--- src/rtl/plss_ram.sv ---
// generic single-port-write, single-port-read ram with registered read data
`default_nettype none

module plss_ram #(
    parameter int WIDTH = 29,
    parameter int DEPTH = 128
) (
    input  wire logic                     aclk,
    input  wire logic                     wr_en,
    input  wire logic [$clog2(DEPTH)-1:0] wr_addr,
    input  wire logic [WIDTH-1:0]         wr_data,
    input  wire logic                     rd_en,
    input  wire logic [$clog2(DEPTH)-1:0] rd_addr,
    output logic      [WIDTH-1:0]         rd_data
);

    logic [WIDTH-1:0] mem [DEPTH];

    // write port and registered read port
    always_ff @(posedge aclk) begin
        if (wr_en) begin
            mem[wr_addr] <= wr_data;
        end
        if (rd_en) begin
            rd_data <= mem[rd_addr];
        end
    end

endmodule

`default_nettype wire

--- config.mk ---
export PLATFORM = sky130hd
export DESIGN_NAME = plss_ram
export DESIGN_NICKNAME = d
export VERILOG_FILES = /design/src/rtl/plss_ram.sv
export SDC_FILE = /design/constraint.sdc
export NUM_CORES = 2
export LEC_CHECK = 0
export ABC_AREA = 0
export BUFFER_PORTS_ARGS = -buffer_cell sky130_fd_sc_hd__buf_4
export CORE_MARGIN = 4
export CORE_UTILIZATION = 63
export CTS_BUF_LIST = sky130_fd_sc_hd__clkbuf_8 sky130_fd_sc_hd__clkbuf_16
export DETAILED_ROUTE_END_ITERATION = 10
export PLACE_DENSITY = 0.77
export SLEW_MARGIN = 10
export SYNTH_ARGS = -nofsm -noshare
export SYNTH_HDL_FRONTEND = slang
export SYNTH_SLANG_ARGS = --single-unit
--- constraint.sdc ---
create_clock -name aclk -period 4.5 [get_ports aclk]
set_input_delay 0.9 -clock aclk [delete_from_list [all_inputs] [get_ports aclk]]
set_output_delay 0.9 -clock aclk [all_outputs]
set_load 0.03 [all_outputs]
==> impl_metrics.py <==
metrics = {
    "synth": {
        "avgSynthCellArea_sq_um": 26.1,
        "yosys_warnings": 0,
        "synthesis.area_sq_um": 142000,
        "async_flop_share_pct": 0,
        "synthesis.nets": 5491,
        "synth_cell_types": 16,
        "synth_area_leaders": "edfxtp_1 79%, mux4_2 19%, clkbuf_1 0.38%",
        "ys_ff_latch": 3741,
        "synth_top_area_cell": "edfxtp_1",
        "synth_common_cells": "3741 x edfxtp_1, 1218 x mux4_2, 145 x clkbuf_1",
        "synth_edf_count": 3741,
        "synth.most_common_cell": "edfxtp_1",
        "yosysTopAreaCellShare_pct": 79.1,
        "yosysSeqAreaShare_pct": 79.1,
        "ys.flop_type": "edfxtp_1",
        "synth_cells": 5445,
    },
    "hold_path": {
        "hp-class": "in2reg",
    },
    "timing": {
        "max_freq_mhz": 296,
        "slew_headroom_pct": 8.75,
        "slew_viol_final": 0,
        "post-route-period-util_pct": 75.1,
        "finalHoldViolations": 0,
        "tightest_slew_ns": 1.37,
        "fin_worst_skew_ns": 0.0483,
        "setup_ws_ns": 1.12,
        "period_minus_slack_ns": 3.38,
        "fin_setup_tns_ns": 0,
        "setup_viol_count_final": 0,
        "rsz0062_at_grt": "false",
    },
    "placed_design": {
        "dpl.hpwl_um": 208000,
        "pre_cts_ws_ns": 0.183,
        "port_buffers": 74,
        "gp_congestion": 0.852,
    },
    "routing": {
        "viasPerCell": 7.67,
        "drtAntennaViolNets": 0,
        "firstDrtPassIters": 6,
        "route.detailed.drc": 0,
        "vias": 71000,
        "routed_wl_um": 426000,
        "drt_iter0_drc": 15100,
        "wire_per_inst_um": 45.9,
    },
    "floorplan": {
        "die_area_sq_um": 233000,
        "fp-row-count": 174,
        "die_w_um": 483,
        "num_io_pins": 75,
        "fp.dieH_um": 483,
        "core-area_sq_um": 224000,
        "start_util_pct": 63.3,
    },
    "final_layout": {
        "regArea_sq_um": 112000,
        "area_growth_pct": 14.1,
        "multiInputGateArea_sq_um": 29400,
        "fillCellCount": 11100,
        "finalNetCount": 6032,
        "drive_gt1_share_pct": 37.5,
    },
    "clocking": {
        "cts_buffer_depth": 4,
        "path_clk_slew_ns": 0.07,
        "post-cts-setup-buffer-count": 0,
        "cts_tree": "yes",
        "root_buffer": "clkbuf_16",
        "htreeDepth": 5,
        "cts_made_buffers": 367,
        "clock-sinks": 3741,
        "insertion_delay_ns": 0.99,
        "cts_resized": 0,
        "cts_hold_buf": 0,
    },
    "grt": {
        "track_usage_pct": 36.7,
        "grt_pass1_vias": 71700,
        "antenna_found_initial": 47,
        "grt_max_degree": 102,
        "grt_pass1_wl_um": 581000,
        "globalRoute.totalOverflow": 0,
    },
    "pwr": {
        "peakVddDrop_mv": 0.431,
        "leakage_nw": 50.3,
        "cellPowerDensity_nw_per_um2": 450,
    },
    "setup_path": {
        "startpoint_type": "input port",
        "required_ns": 5.24,
        "crit_top_cell": "mux4_2",
        "crit_path_max_incr_delay_ns": 0.70,
        "cp_data_arrival_time_ns": 4.12,
        "cp-end-kind": "register",
        "crit_chain": "buf_16, buf_12, buf_4, mux4_2, mux4_2, mux4_2, mux2_2",
        "crit_slowest_cell": "mux4_2",
        "critPathKind": "in2reg",
        "critPathMaxFanout": 28,
    },
    "job": {
        "maxCapViolCount": 0,
    },
    "outcome": {
        "outcome": "finished, final reports clean",
    },
}
## stage by stage
| stage | hold slack [ns] | std cells | area (sq um) | util (%) | total power, W |
|---|---|---|---|---|---|
| final | 0.428 | 9263 | 162000 | 72.2 | 0.0729 |
| after floorplan | 0.999 | 5445 | 142000 | - | 0.0412 |
| after CTS | 0.361 | 9242 | 162000 | 72.2 | 0.0727 |
| after global routing | 0.405 | 9248 | 162000 | 72.2 | 0.0745 |
| after global placement | 1.20 | 8608 | 151000 | 67.1 | 0.0431 |
| after detailed placement | 1.20 | 8608 | 151000 | 67.1 | 0.0432 |
## cell families (layout without fill, tap and decap cells)
group	Yosys count	after routing	share of synthesized area, %
buffers and inverters	287	1093	0.855
other	0	20	0
muxes	1247	1247	19.5
and+or+nand+nor	170	170	0.491
DFF	3741	3741	79.1
## flip-flops by register name, indices dropped and copies added, names as in the netlist
name and count:
mem 3712, rd_data 29
## cell type report
| type | count | share of cell area (%) |
|---|---|---|
| well taps | 2992 | 2.31 |
| diodes | 20 | 0.0309 |
| multi-input cells | 1417 | 18.2 |
| flip-flops and latches | 3741 | 69.3 |
| clock inverters | 259 | 1.22 |
| repair buffers | 459 | 3.18 |
| clock buffers | 375 | 5.79 |
## worst max-delay path: cells and delay by family
family	cells	cell delay, ns
muxes	4	2.20
buffers and inverters	3	0.94
## layout by cell type (no fill, tap or decap)
cell,n
mux4_2,1218
clkinv_4,6
nand3_1,8
buf_4,323
nor2_1,3
nor2_4,119
clkinvlp_4,15
edfxtp_1,3741
clkinv_2,73
inv_8,1
clkinv_1,69
clkbuf_16,375
nor3_2,9
diode_2,20
or3_1,1
inv_6,5
nand2b_1,2
mux2_2,29
nand2_2,3
buf_12,131
nor2b_1,7
nand3_2,4
nand4_1,3
buf_8,3
inv_1,60
nand2_1,11
bufinv_16,30
buf_16,2
## routing by layer
| metal | vias up | track usage, % | part of all wire [%] |
|---|---|---|---|
| li1 | 25100 | - | - |
| met1 | 36800 | 49.0 | 30 |
| met2 | 7791 | 55.3 | 47 |
| met3 | 1337 | 12.1 | 16 |
| met4 | 26 | 18.4 | 6.1 |
| met5 | - | 0.837 | 0.041 |
## where the power goes
part	internal, W	switching [W]
clock network	0.0168	0.0134
logic	0.00154	0.00257
registers	0.0385	0.000113
total	0.0568	0.0161
## final timing paths
check                            startpoint     endpoint  slack [ns]  cells after the start
worst max register to register  mem[12][28]  rd_data[28]        1.64                      4
worst max-delay path             rd_addr[0]  rd_data[12]        1.12                      7
worst min-delay path            wr_data[21]  mem[58][21]        0.43                      1
worst min register to register   mem[49][3]   rd_data[3]        1.22                      4
Note: power is estimated with default switching activity, not from simulation.
